--- src/rtl/ssv_pkg.sv ---
// Shared constants, codes, command/status types, tables and rounding helper
// for the scanned string voice. No dependencies.
`timescale 1ns / 1ps
package ssv_pkg;

    // String geometry and number formats
    localparam int NODES      = 64;
    localparam int NODE_W     = $clog2(NODES);
    localparam int POS_BITS   = 24;
    localparam int FRAC       = POS_BITS - 4;
    localparam int DC_BITS    = POS_BITS + 4;
    localparam int OUT_BITS   = 16;
    localparam int PHASE_BITS = 24;

    localparam int BUMP_A     = 8;
    localparam int BUMP_B     = 40;
    localparam int DRONE_GAIN = 1311;
    localparam int DC_POLE    = 16760439;
    localparam int OUT_FS     = (1 << (OUT_BITS - 1)) - 1;
    localparam int POS_CLIP   = 4 << FRAC;

    // Configuration port
    localparam int CFG_ADDR_W = 3;
    localparam int CFG_DATA_W = 24;
    localparam logic [CFG_ADDR_W-1:0] REG_TENSION   = 3'd0;
    localparam logic [CFG_ADDR_W-1:0] REG_DAMPING   = 3'd1;
    localparam logic [CFG_ADDR_W-1:0] REG_CENTERING = 3'd2;
    localparam logic [CFG_ADDR_W-1:0] REG_HAMMER    = 3'd3;
    localparam logic [CFG_ADDR_W-1:0] REG_PHASE     = 3'd4;
    localparam logic [CFG_ADDR_W-1:0] REG_SHAPE     = 3'd5;
    localparam logic [CFG_ADDR_W-1:0] REG_DRONE     = 3'd6;

    // Excitation shapes
    localparam logic [1:0] SHAPE_PULSE = 2'd0;
    localparam logic [1:0] SHAPE_BUMP  = 2'd1;
    localparam logic [1:0] SHAPE_PAIR  = 2'd2;
    localparam logic [1:0] SHAPE_NOISE = 2'd3;

    // Datapath micro-operations
    localparam int OP_W = 5;
    localparam logic [OP_W-1:0] OP_NOP = 5'd0;
    localparam logic [OP_W-1:0] OP_CLR = 5'd1;
    localparam logic [OP_W-1:0] OP_X0  = 5'd2;
    localparam logic [OP_W-1:0] OP_X1  = 5'd3;
    localparam logic [OP_W-1:0] OP_X2  = 5'd4;
    localparam logic [OP_W-1:0] OP_X3  = 5'd5;
    localparam logic [OP_W-1:0] OP_DI0 = 5'd6;
    localparam logic [OP_W-1:0] OP_DI1 = 5'd7;
    localparam logic [OP_W-1:0] OP_DI2 = 5'd8;
    localparam logic [OP_W-1:0] OP_D0  = 5'd9;
    localparam logic [OP_W-1:0] OP_D1  = 5'd10;
    localparam logic [OP_W-1:0] OP_D2  = 5'd11;
    localparam logic [OP_W-1:0] OP_D3  = 5'd12;
    localparam logic [OP_W-1:0] OP_D4  = 5'd13;
    localparam logic [OP_W-1:0] OP_D5  = 5'd14;
    localparam logic [OP_W-1:0] OP_S0  = 5'd15;
    localparam logic [OP_W-1:0] OP_S1  = 5'd16;
    localparam logic [OP_W-1:0] OP_S2  = 5'd17;
    localparam logic [OP_W-1:0] OP_S3  = 5'd18;
    localparam logic [OP_W-1:0] OP_S4  = 5'd19;
    localparam logic [OP_W-1:0] OP_S5  = 5'd20;
    localparam logic [OP_W-1:0] OP_S6  = 5'd21;
    localparam logic [OP_W-1:0] OP_S7  = 5'd22;
    localparam logic [OP_W-1:0] OP_S8  = 5'd23;
    localparam logic [OP_W-1:0] OP_S9  = 5'd24;
    localparam logic [OP_W-1:0] OP_S10 = 5'd25;

    typedef struct packed {
        logic [OP_W-1:0]   op;
        logic [NODE_W-1:0] idx;
        logic              amt_sel;   // 1: hammer, 0: drone amount
    } ssv_cmd_t;

    typedef struct packed {
        logic       out_free;
        logic [1:0] shape;
        logic       drone_en;
    } ssv_stat_t;

    // Raised-cosine weights, Q1.16
    function automatic logic [16:0] bump_w(input logic [3:0] j);
        logic [16:0] w;
        case (j)
            4'd0:    w = 17'd0;
            4'd1:    w = 17'd2494;
            4'd2:    w = 17'd9598;
            4'd3:    w = 17'd20228;
            4'd4:    w = 17'd32768;
            4'd5:    w = 17'd45308;
            4'd6:    w = 17'd55938;
            4'd7:    w = 17'd63042;
            4'd8:    w = 17'd65536;
            4'd9:    w = 17'd63042;
            4'd10:   w = 17'd55938;
            4'd11:   w = 17'd45308;
            4'd12:   w = 17'd32768;
            4'd13:   w = 17'd20228;
            4'd14:   w = 17'd9598;
            default: w = 17'd2494;
        endcase
        return w;
    endfunction

    // tanh(2.5x) for x = 0..2 in steps of 1/16, Q0.16
    function automatic logic [15:0] tanh_val(input logic [5:0] i);
        logic [15:0] t;
        case (i)
            6'd0:  t = 16'd0;     6'd1:  t = 16'd10157; 6'd2:  t = 16'd19838;
            6'd3:  t = 16'd28651; 6'd4:  t = 16'd36346; 6'd5:  t = 16'd42823;
            6'd6:  t = 16'd48108; 6'd7:  t = 16'd52314; 6'd8:  t = 16'd55593;
            6'd9:  t = 16'd58110; 6'd10: t = 16'd60019; 6'd11: t = 16'd61454;
            6'd12: t = 16'd62524; 6'd13: t = 16'd63319; 6'd14: t = 16'd63907;
            6'd15: t = 16'd64340; 6'd16: t = 16'd64659; 6'd17: t = 16'd64893;
            6'd18: t = 16'd65065; 6'd19: t = 16'd65191; 6'd20: t = 16'd65284;
            6'd21: t = 16'd65351; 6'd22: t = 16'd65401; 6'd23: t = 16'd65437;
            6'd24: t = 16'd65464; 6'd25: t = 16'd65483; 6'd26: t = 16'd65497;
            6'd27: t = 16'd65508; 6'd28: t = 16'd65515; 6'd29: t = 16'd65521;
            6'd30: t = 16'd65525; 6'd31: t = 16'd65528;
            default: t = 16'd65530;
        endcase
        return t;
    endfunction

    // Arithmetic right shift, rounding half away from zero
    function automatic logic signed [63:0] rnd_shr(input logic signed [63:0] x,
                                                   input int unsigned s);
        logic signed [63:0] half;
        half = 64'sd1 <<< (s - 1);
        return (x + half - $signed({63'd0, x[63]})) >>> s;
    endfunction

endpackage

--- src/rtl/ssv_ctrl.sv ---
// Controller: sequences clearing, excitation passes, string step and sample
// computation as datapath micro-operations. Uses ssv_pkg.
`timescale 1ns / 1ps
module ssv_ctrl (
    input  logic               aclk,
    input  logic               aresetn,
    input  logic               s_tvalid,
    output logic               s_tready,
    input  logic [7:0]         s_tdata,
    input  logic               s_tuser,
    input  ssv_pkg::ssv_stat_t stat,
    output ssv_pkg::ssv_cmd_t  cmd
);
    import ssv_pkg::*;

    localparam logic [2:0] ST_CLR   = 3'd0;
    localparam logic [2:0] ST_IDLE  = 3'd1;
    localparam logic [2:0] ST_XP    = 3'd2;
    localparam logic [2:0] ST_DINIT = 3'd3;
    localparam logic [2:0] ST_DYN   = 3'd4;
    localparam logic [2:0] ST_SCAN  = 3'd5;
    localparam logic [2:0] ST_OUT   = 3'd6;

    logic [2:0]        state_reg, state_next;
    logic [3:0]        sub_reg, sub_next;
    logic [NODE_W-1:0] idx_reg, idx_next, last_idx;
    logic              amt_reg, amt_next;
    logic              pluck_reg, pluck_next;
    logic              gate_prev_reg, gate_prev_next;
    logic              rising;

    assign s_tready = (state_reg == ST_IDLE);
    assign rising   = s_tdata[0] && !gate_prev_reg;

    // Entries per excitation pass
    always_comb begin
        case (stat.shape)
            SHAPE_PULSE: last_idx = '0;
            SHAPE_NOISE: last_idx = NODE_W'(NODES - 1);
            default:     last_idx = NODE_W'(15);
        endcase
    end

    // Next state
    always_comb begin
        state_next     = state_reg;
        sub_next       = sub_reg + 4'd1;
        idx_next       = idx_reg;
        amt_next       = amt_reg;
        pluck_next     = pluck_reg;
        gate_prev_next = gate_prev_reg;
        unique case (state_reg)
            ST_CLR: begin
                sub_next = '0;
                idx_next = idx_reg + NODE_W'(1);
                if (idx_reg == NODE_W'(NODES - 1)) state_next = ST_IDLE;
            end
            ST_IDLE: begin
                sub_next = '0;
                idx_next = '0;
                if (s_tvalid) begin
                    if (s_tuser) begin
                        state_next = ST_SCAN;
                    end else begin
                        gate_prev_next = s_tdata[0];
                        if (stat.drone_en) begin
                            state_next = ST_XP;
                            amt_next   = 1'b0;
                            pluck_next = rising;
                        end else if (rising) begin
                            state_next = ST_XP;
                            amt_next   = 1'b1;
                            pluck_next = 1'b0;
                        end else begin
                            state_next = ST_DINIT;
                        end
                    end
                end
            end
            ST_XP: begin
                if (sub_reg == 4'd3) begin
                    sub_next = '0;
                    if (idx_reg != last_idx) begin
                        idx_next = idx_reg + NODE_W'(1);
                    end else begin
                        idx_next = '0;
                        if (pluck_reg) begin
                            amt_next   = 1'b1;
                            pluck_next = 1'b0;
                        end else begin
                            state_next = ST_DINIT;
                        end
                    end
                end
            end
            ST_DINIT: begin
                if (sub_reg == 4'd2) begin
                    sub_next   = '0;
                    idx_next   = '0;
                    state_next = ST_DYN;
                end
            end
            ST_DYN: begin
                if (sub_reg == 4'd5) begin
                    sub_next = '0;
                    idx_next = idx_reg + NODE_W'(1);
                    if (idx_reg == NODE_W'(NODES - 1)) state_next = ST_IDLE;
                end
            end
            ST_SCAN: begin
                if (sub_reg == 4'd9) state_next = ST_OUT;
            end
            ST_OUT: begin
                sub_next = '0;
                if (stat.out_free) state_next = ST_IDLE;
            end
            default: state_next = ST_IDLE;
        endcase
    end

    always_ff @(posedge aclk) begin
        if (!aresetn) begin
            state_reg     <= ST_CLR;
            sub_reg       <= '0;
            idx_reg       <= '0;
            amt_reg       <= 1'b0;
            pluck_reg     <= 1'b0;
            gate_prev_reg <= 1'b0;
        end else begin
            state_reg     <= state_next;
            sub_reg       <= sub_next;
            idx_reg       <= idx_next;
            amt_reg       <= amt_next;
            pluck_reg     <= pluck_next;
            gate_prev_reg <= gate_prev_next;
        end
    end

    // Micro-operation for the datapath
    always_comb begin
        cmd.idx     = idx_reg;
        cmd.amt_sel = amt_reg;
        cmd.op      = OP_NOP;
        unique case (state_reg)
            ST_CLR: cmd.op = OP_CLR;
            ST_XP: begin
                case (sub_reg)
                    4'd0:    cmd.op = OP_X0;
                    4'd1:    cmd.op = OP_X1;
                    4'd2:    cmd.op = OP_X2;
                    default: cmd.op = OP_X3;
                endcase
            end
            ST_DINIT: begin
                case (sub_reg)
                    4'd0:    cmd.op = OP_DI0;
                    4'd1:    cmd.op = OP_DI1;
                    default: cmd.op = OP_DI2;
                endcase
            end
            ST_DYN: begin
                case (sub_reg)
                    4'd0:    cmd.op = OP_D0;
                    4'd1:    cmd.op = OP_D1;
                    4'd2:    cmd.op = OP_D2;
                    4'd3:    cmd.op = OP_D3;
                    4'd4:    cmd.op = OP_D4;
                    default: cmd.op = OP_D5;
                endcase
            end
            ST_SCAN: begin
                case (sub_reg)
                    4'd0:    cmd.op = OP_S0;
                    4'd1:    cmd.op = OP_S1;
                    4'd2:    cmd.op = OP_S2;
                    4'd3:    cmd.op = OP_S3;
                    4'd4:    cmd.op = OP_S4;
                    4'd5:    cmd.op = OP_S5;
                    4'd6:    cmd.op = OP_S6;
                    4'd7:    cmd.op = OP_S7;
                    4'd8:    cmd.op = OP_S8;
                    default: cmd.op = OP_S9;
                endcase
            end
            ST_OUT: cmd.op = stat.out_free ? OP_S10 : OP_NOP;
            default: cmd.op = OP_NOP;
        endcase
    end

    // Checks
    a_dyn_sub: assert property (@(posedge aclk) disable iff (!aresetn)
        (state_reg == ST_DYN) |-> (sub_reg <= 4'd5))
        else $error("string step sub-cycle out of range");
    a_xp_sub: assert property (@(posedge aclk) disable iff (!aresetn)
        (state_reg == ST_XP) |-> (sub_reg <= 4'd3 && idx_reg <= last_idx))
        else $error("excitation counter out of range");
    a_scan_out: assert property (@(posedge aclk) disable iff (!aresetn)
        (state_reg == ST_SCAN && sub_reg == 4'd9) |=> (state_reg == ST_OUT))
        else $error("sample computation did not reach output");
endmodule

--- config.mk ---
export PLATFORM = sky130hd
export DESIGN_NAME = ssv_ctrl
export DESIGN_NICKNAME = d
export VERILOG_FILES = /design/src/rtl/ssv_pkg.sv /design/src/rtl/ssv_ctrl.sv
export SDC_FILE = /design/constraint.sdc
export NUM_CORES = 1
export LEC_CHECK = 0
export ABC_AREA = 1
export BUFFER_PORTS_ARGS = -buffer_cell sky130_fd_sc_hd__buf_2
export CAP_MARGIN = 20
export CORE_MARGIN = 2
export CORE_UTILIZATION = 43
export DETAILED_ROUTE_END_ITERATION = 8
export PLACE_DENSITY_LB_ADDON = 0.12
export SYNTH_ARGS = -nofsm -noshare
export SYNTH_HDL_FRONTEND = slang
export SYNTH_SLANG_ARGS = --single-unit
export TNS_END_PERCENT = 5
--- constraint.sdc ---
create_clock -name aclk -period 2.9 [get_ports aclk]
set_input_delay 0.435 -clock aclk [delete_from_list [all_inputs] [get_ports aclk]]
set_output_delay 0.435 -clock aclk [all_outputs]
set_load 0.01 [all_outputs]
==> impl_metrics.env <==
export IMPL_status="complete, no violations"
export IMPL_syn_nets=245
export IMPL_vias=1366
export IMPL_fp_dieH_um=62.5
export IMPL_final_cell_mix="nand2_1 (56), nor2_1 (28), inv_1 (27)"
export IMPL_cts_sinks=21
export IMPL_grtUsageMet2_pct=27.7
export IMPL_period_minus_slack_ns=2.35
export IMPL_core_sq_um=3310
export IMPL_p_switching_w=0.000486
export IMPL_drtIter0Drc=58
export IMPL_row_count=21
export IMPL_p_leak_nw=0.821
export IMPL_synth_area_leaders="dfxtp_1 (29%), nand2_1 (14%), nor2_1 (7.1%)"
export IMPL_finalNonFillerCells=290
export IMPL_synthDistinctLibCells=34
export IMPL_ctsHoldBuffers=0
export IMPL_synth_seq_cells=21
export IMPL_grt_use_total_pct=16.4
export IMPL_ioPinCount=29
export IMPL_gr_usage_met1_pct=21.1
export IMPL_final_setup_viol_count=0
export IMPL_cts_resized=0
export IMPL_grt_pass1_wl_um=5200
export IMPL_antenna_found_initial=0
export IMPL_top_usage_layer="met2"
export IMPL_dp_hpwl_um=2420
export IMPL_synthFlopType="dfxtp_1"
export IMPL_rsz0062_at_grt="false"
export IMPL_die_area_sq_um=3900
export IMPL_switching_share_pct=44.3
export IMPL_p_comb_share_pct=48.2
export IMPL_grtUsageMet3_pct=3.96
export IMPL_synth_area_sq_um=1470
export IMPL_routabilityCongestion=0.825
export IMPL_p_clk_share_pct=13.4
export IMPL_cts_setup_buffers=0
export IMPL_grt_max_degree=12
export IMPL_yosysTopAreaCell="dfxtp_1"
export IMPL_syn_avg_cell_area_sq_um=6.62
export IMPL_max_slew_margin_rel_pct=64.0
export IMPL_dp_cells=286
export IMPL_syn_to_final_growth_pct=11.3
export IMPL_critPathCaptureType="output port"
export IMPL_clk_latency_ns=0.32
export IMPL_yosysWarnings=0
export IMPL_antenna_cells=0
export IMPL_finalCritPeriodShare_pct=81.1
export IMPL_critPathKind="flip-flop to output port"
export IMPL_via_per_inst=4.71
export IMPL_crit_required_ns=2.47
export IMPL_grt_pass1_vias=1215
export IMPL_final_common_cell="nand2_1"
export IMPL_multiInputGateArea_sq_um=908
export IMPL_crit_fanout=8
export IMPL_synth_top_area_share_pct=28.6
export IMPL_h_tree_depth=1
export IMPL_final_hold_violation_count=0
export IMPL_final_setup_skew_ns=0.0127
export IMPL_nets=268
export IMPL_clock_fmax_ghz=0.425
export IMPL_hold_path_class="input pin to flip-flop"
export IMPL_cts_buffers=3
export IMPL_path_clk_slew_ns=0.13
export IMPL_drive_gt1_share_pct=19.7
export IMPL_post_drt_wl_per_cell_um=10.5
export IMPL_fillers=383
export IMPL_p_int_w=0.000611
export IMPL_p_total_w=0.00110
export IMPL_start_util_pct=44.4
export IMPL_gr_total_overflow=0
export IMPL_start_kind="flip-flop"
export IMPL_dr_pass1_iters=4
export IMPL_async_reset_ff_share_pct=0
export IMPL_cts_buffer_depth=2
export IMPL_tightest_slew_ns=0.538
export IMPL_die_w_um=62.5
export IMPL_synth_yosys_seq_area_share_pct=28.6
export IMPL_portBuffers=21
export IMPL_p_per_area_nw_per_um2=670
export IMPL_synth_cells=222
export IMPL_cap_violations=0
export IMPL_cts_tree="yes"
export IMPL_drc=0
export IMPL_vdd_drop_max_mv=0.331
export IMPL_drv_slew=0
export IMPL_routed_wl_um=3050
export IMPL_crit_arrival_ns=1.92
export IMPL_cts_root_buf="clkbuf_4"
export IMPL_p_seq_share_pct=38.4
export IMPL_ant_nets=0
export IMPL_synth_edf_count=0
export IMPL_fin_setup_tns_ns=0
export IMPL_seq_area_sq_um=420
synthesized netlist by cell type (2+ instances only):
| cell type | instances |
|---|---|
| inv_1 | 27 |
| nor2_2 | 2 |
| o21ai_1 | 3 |
| nand3_1 | 16 |
| xor2_1 | 4 |
| nand2_1 | 56 |
| nor2_4 | 4 |
| nand3_2 | 2 |
| nor2_1 | 28 |
| nor3_1 | 3 |
| inv_2 | 3 |
| o21ai_0 | 15 |
| ha_1 | 7 |
| a31oi_1 | 2 |
| xnor2_1 | 2 |
| dfxtp_1 | 21 |
| a21oi_1 | 4 |
| nand2_2 | 7 |
worst paths after layout:
kind / start / to / slack (ns) / cells after the start
worst max-delay path: state_reg[0]$_SDFFE_PN0P_ / cmd[8] / 0.55 / 5
worst min-delay path: s_tvalid / gate_prev_reg$_SDFFE_PN0P_ / 0.39 / 3
worst max register to register: state_reg[0]$_SDFFE_PN0P_ / flip-flop / 0.95 / 10
worst min register to register: amt_reg$_SDFFE_PN0P_ / amt_reg$_SDFFE_PN0P_ / 0.48 / 2
cell type report:
cell class | count | area share [%]
Clock buffer | 4 | 1.61
Inverter | 31 | 7.26
Multi-Input combinational cell | 167 | 55.5
Sequential cell | 21 | 25.7
Tap cell | 46 | 3.52
Timing Repair Buffer | 21 | 6.42
cell families (layout without fill, tap and decap cells):
logic type / Yosys count / after routing / share of synthesized area (%)
AO/OA/AOI/OAI: 30 / 30 / 11.5
XOR/XNOR: 6 / 6 / 3.57
adder cells (fa/ha/maj): 7 / 7 / 5.96
buffers and inverters: 34 / 56 / 9.62
flip-flops: 21 / 21 / 28.6
AND/OR/NAND/NOR: 124 / 124 / 40.8
layer usage:
metal / vias to the layer above / routed length [um]
met5: - / 0
met4: 0 / 27
met3: 5 / 90
met2: 16 / 1400
met1: 591 / 1530
li1: 754 / -
worst max-delay path, stage by stage (launching register included):
cell,delay [ns]
dfxtp_1,0.62
nand2_1,0.16
nor2_1,0.45
nand2_1,0.11
o211ai_1,0.12
buf_2,0.16
through the flow:
stage | cell area [sq um] | hold slack [ns] | setup WS, ns | util, %
after floorplan | 1470 | 0.438 | 1.26 | -
final | 1640 | 0.394 | 0.548 | 49.4
after global routing | 1640 | 0.388 | 0.376 | 49.4
after detailed placement | 1610 | 0.458 | 0.889 | 48.6
after CTS | 1640 | 0.390 | 0.532 | 49.4
after global placement | 1610 | 0.452 | 0.892 | 48.6
power by group through the flow:
stage / Combinational (W) / Sequential, W / Clock (W)
2_1_floorplan: 0.000425 / 0.000413 / 0
3_3_place_gp: 0.000532 / 0.000429 / 0
3_5_place_dp: 0.000531 / 0.000428 / 0
4_1_cts: 0.000535 / 0.000421 / 0.000156
5_1_grt: 0.000604 / 0.000428 / 0.000164
6_report: 0.000529 / 0.000421 / 0.000147
Power figures use the tool's default switching activity.
